### src/hw/rtl/ipv4hc_pkg.sv
// Shared types and constants for the IPv4 header checker.
package ipv4hc_pkg;

    typedef enum logic [3:0] {
        ST_UDP           = 4'd0,
        ST_ICMP          = 4'd1,
        ST_TCP           = 4'd2,
        ST_UNKNOWN_PROTO = 4'd3,
        ST_BAD_VERSION   = 4'd4,
        ST_BAD_HDR_LEN   = 4'd5,
        ST_BAD_CHECKSUM  = 4'd6,
        ST_BAD_TOTAL_LEN = 4'd7,
        ST_FRAGMENT      = 4'd8
    } status_t;

    localparam logic [7:0]  PROTO_ICMP    = 8'd1;
    localparam logic [7:0]  PROTO_TCP     = 8'd6;
    localparam logic [7:0]  PROTO_UDP     = 8'd17;
    localparam logic [3:0]  IP_VERSION    = 4'd4;
    localparam logic [5:0]  MIN_HDR_LEN   = 6'd20;
    localparam logic [15:0] COUNT_MAX     = 16'hffff;
    localparam logic [12:0] NO_FRAG_OFS   = 13'd0;

    // header byte offsets
    localparam logic [15:0] OFS_VER_IHL   = 16'd0;
    localparam logic [15:0] OFS_TLEN_HI   = 16'd2;
    localparam logic [15:0] OFS_TLEN_LO   = 16'd3;
    localparam logic [15:0] OFS_ID_HI     = 16'd4;
    localparam logic [15:0] OFS_ID_LO     = 16'd5;
    localparam logic [15:0] OFS_FRAG_HI   = 16'd6;
    localparam logic [15:0] OFS_FRAG_LO   = 16'd7;
    localparam logic [15:0] OFS_TTL       = 16'd8;
    localparam logic [15:0] OFS_PROTO     = 16'd9;
    localparam logic [15:0] OFS_CSUM_HI   = 16'd10;
    localparam logic [15:0] OFS_CSUM_LO   = 16'd11;
    localparam logic [15:0] OFS_SRC       = 16'd12;
    localparam logic [15:0] OFS_DST       = 16'd16;
    localparam logic [15:0] OFS_HDR_END   = 16'd20;

    // latched header plus running sum, as seen by the verdict logic
    typedef struct packed {
        logic [7:0]  first_byte;
        logic [15:0] checksum;
        logic [15:0] tot_len;
        logic [15:0] identification;
        logic [15:0] flags_offset;
        logic [7:0]  ttl;
        logic [7:0]  protocol;
        logic [31:0] source;
        logic [31:0] destination;
        logic [15:0] sum;
    } hdr_t;

endpackage

### src/hw/rtl/ipv4hc_verdict.sv
// Prioritized header checks and protocol classification for one packet.
module ipv4hc_verdict (
    input  ipv4hc_pkg::hdr_t    hdr,
    input  logic [15:0]         received,
    output ipv4hc_pkg::status_t status
);
    import ipv4hc_pkg::*;

    logic [5:0]  hlen;
    logic [15:0] calc;

    assign hlen = {hdr.first_byte[3:0], 2'b00};
    assign calc = ~hdr.sum;

    always_comb
    begin
        priority if (hdr.first_byte[7:4] != IP_VERSION)
            status = ST_BAD_VERSION;
        else if (hlen < MIN_HDR_LEN || {10'd0, hlen} > received)
            status = ST_BAD_HDR_LEN;
        else if (hdr.checksum != calc)
            status = ST_BAD_CHECKSUM;
        else if (hdr.tot_len > received)
            status = ST_BAD_TOTAL_LEN;
        else if (hdr.flags_offset[12:0] != NO_FRAG_OFS)
            status = ST_FRAGMENT;
        else if (hdr.protocol == PROTO_UDP)
            status = ST_UDP;
        else if (hdr.protocol == PROTO_ICMP)
            status = ST_ICMP;
        else if (hdr.protocol == PROTO_TCP)
            status = ST_TCP;
        else
            status = ST_UNKNOWN_PROTO;
    end

endmodule

### config.mk
export PLATFORM = sky130hd
export DESIGN_NAME = ipv4hc_verdict
export DESIGN_NICKNAME = d
export VERILOG_FILES = /design/src/hw/rtl/ipv4hc_pkg.sv /design/src/hw/rtl/ipv4hc_verdict.sv
export SDC_FILE = /design/constraint.sdc
export NUM_CORES = 1
export LEC_CHECK = 0
export BUFFER_PORTS_ARGS = -buffer_cell sky130_fd_sc_hd__clkbuf_2
export CAP_MARGIN = 20
export CORE_AREA = 2 2 73 75
export DETAILED_ROUTE_END_ITERATION = 16
export DIE_AREA = 0 0 75 77
export PLACE_DENSITY_LB_ADDON = 0.2
export SLEW_MARGIN = 20
export SYNTH_ARGS = -nofsm -noshare
export SYNTH_HDL_FRONTEND = slang
export SYNTH_SLANG_ARGS = --single-unit
export TNS_END_PERCENT = 30
### constraint.sdc
create_clock -name vclk -period 2.9
set_input_delay 0.29 -clock vclk [all_inputs]
set_output_delay 0.29 -clock vclk [all_outputs]
set_load 0.02 [all_outputs]
==> impl_metrics.py <==
metrics = {
    "placement": {
        "dpl-instance-area_um2": 1460,
        "port_buffers": 97,
        "place.gp.congestion": 0.734,
        "dp_hpwl_um": 2780,
        "place_ws_ns": 0.532,
    },
    "power_and_ir_drop": {
        "pwr-share-seq": 0,
        "p_comb_frac": 1.000,
        "intPower_w": 0.0000893,
        "clkPwrFrac": 0,
        "p_leak_nw": 0.826,
        "switchingPower_w": 0.0000776,
        "p_per_area_nw_per_um2": 115,
        "peakVddDrop_mv": 0.0334,
        "p_sw_frac": 0.465,
    },
    "route": {
        "drc_errors": 0,
        "vias_per_cell": 4.15,
        "route.final.wire_length_um": 2840,
        "detail_route.first_pass.iterations": 4,
        "detail-route-antenna-nets": 0,
        "wire_per_inst_um": 9.96,
        "vias": 1182,
        "drt_iter0_drc": 23,
    },
    "clocking": {
        "hold_buffers": 0,
        "cts-resized-gates": 0,
        "post_cts_buffers": 0,
    },
    "critical_path": {
        "critPathMostFrequentCell": "clkbuf_2",
        "critPathKind": "in2out",
        "crit_fanout": 4,
        "worstSetupStartpointType": "primary input",
        "end_kind": "output pin",
        "critPathSlowestCell": "nor4_2",
        "cp_data_arrival_time_ns": 2.04,
        "required_ns": 2.61,
        "crit_path_cell_trace": "clkbuf_2, inv_1, ha_1, nand4_1, nor4_2, a21boi_1, o31ai_1, buf_4, a31oi_1, clkbuf_2",
        "critical_path.max_stage_delay_ns": 0.36,
    },
    "grt": {
        "grt_pass1_wl_um": 4800,
        "grt_max_degree": 5,
        "antenna_found_initial": 0,
        "grt_usage": 0.0998,
        "grt.overflow.total": 0,
        "grt_pass1_vias": 1269,
    },
    "hold_path": {
        "min-delay-start": "hdr[165]",
        "hold_depth": 5,
        "holdPathEnd": "status[0]",
        "hold_class": "in2out",
    },
    "synth": {
        "ys_types": 26,
        "syn_avg_cell_area_um2": 7.48,
        "yosysWarnings": 0,
        "synth_fp_nets": 321,
        "yosysSeqAreaShare": 0,
        "netlist_instances": 117,
        "synth_area_um2": 875,
    },
    "timing": {
        "slew_headroom": 0.701,
        "fmax_mhz": 429,
        "hold_viol_final": 0,
        "fin_ws_ns": 0.568,
        "fin_crit_ns": 2.33,
        "finalSetupTns_ns": 0,
        "drv_slew": 0,
        "worst_pin_slew_ns": 0.444,
        "finalSetupViolCount": 0,
        "period_share": 0.804,
        "rsz0062_at_grt": "false",
    },
    "finish": {
        "seq_area_um2": 0,
        "fillers": 560,
        "stdcell_area_um2": 1460,
        "multi_input_area_um2": 815,
        "nClkBuffers": 0,
        "finish.utilization": 0.292,
        "nets": 421,
        "syn_to_final_growth_pct": 66.4,
        "drive_gt1_frac": 0.479,
        "seq_cells": 0,
        "n_antenna_cell": 0,
    },
    "floorplan": {
        "row_count": 26,
        "die_h_um": 77,
        "start_util": 0.176,
        "die_w_um": 75,
        "io_pins": 188,
        "die_area_um2": 5780,
        "core_um2": 4980,
    },
    "job": {
        "drv_cap": 0,
    },
    "run_status": {
        "status": "finished, final reports clean",
    },
}
==> final cells by class <==
| class | count | share of cell area |
|---|---|---|
| tap | 70 | 0.0602 |
| timing repair buffer | 98 | 0.339 |
| multi-input combinational | 101 | 0.560 |
| inverter | 16 | 0.0413 |
==> power by group through the flow <==
stage / registers, W / clock network (W) / logic [W]
6_report: 0 / 0 / 0.000167
5_1_grt: 0 / 0 / 0.000195
4_1_cts: 0 / 0 / 0.000170
3_5_place_dp: 0 / 0 / 0.000169
3_3_place_gp: 0 / 0 / 0.000169
2_1_floorplan: 0 / 0 / 0.0000786
==> worst max-delay path, delay by kind of cell <==
kind,cells,cell delay (ns)
simple gates,2,0.53
buf+inv,4,0.48
compound gates,3,0.43
fa+ha+maj,1,0.30
==> cell usage in the layout (no fill, tap or decap), drive strengths merged, types with 4 or more instances in the layout <==
cell,Yosys,routed
nand2,5,5
inv,16,16
a21oi,11,11
xor2,16,16
ha,20,20
o21ai,4,4
clkbuf,0,97
nor4,9,9
nand4,13,13
a21o,4,4
==> per-layer routing <==
metal	GRT usage	vias up	part of all wire
met4	0	0	0
met5	0	-	0
met2	0.197	77	0.46
met3	0.0158	0	0.13
met1	0.114	469	0.41
li1	-	636	-
==> per-stage QoR <==
stage          instances  hold slack, ns  power [W]
2_1_floorplan        117           0.764  0.0000786
3_3_place_gp         285           0.958   0.000169
3_5_place_dp         285           0.966   0.000169
4_1_cts              285           0.965   0.000170
5_1_grt              285            1.00   0.000195
6_report             285           0.962   0.000167
==> cells by family (layout without fill, tap and decap cells) <==
family,after synthesis,in the layout,share of synthesized area
adder cells (fa/ha/maj),20,20,0.286
buffers and inverters,16,114,0.0687
XOR/XNOR,16,16,0.160
AO/OA/AOI/OAI,25,25,0.180
AND/OR/NAND/NOR,40,40,0.305
==> how the worst max path moves through the flow <==
| stage | start | slack (ns) | cells past startpoint | end |
|---|---|---|---|---|
| floorplan | received[15] | 0.90 | 7 | status[1] |
| global route | received[15] | 0.37 | 10 | status[1] |
| global placement | received[15] | 0.54 | 10 | status[3] |
| finish | received[15] | 0.57 | 10 | status[1] |
| detailed placement | received[15] | 0.53 | 10 | status[1] |
| CTS | received[15] | 0.52 | 10 | status[1] |
==> synthesized netlist by cell type (all sizes together) (2+ instances only) <==
cell / count / area [um^2]
o21ai: 4 / 20.0
nor4: 9 / 81.3
o21a: 2 / 15.0
a21o: 4 / 30.0
a21oi: 11 / 55.1
inv: 16 / 60.1
xor2: 16 / 140
nor2: 3 / 11.3
nand4: 13 / 81.3
ha: 20 / 250
nand2: 5 / 18.8
Note: power is estimated with default switching activity, not from simulation.
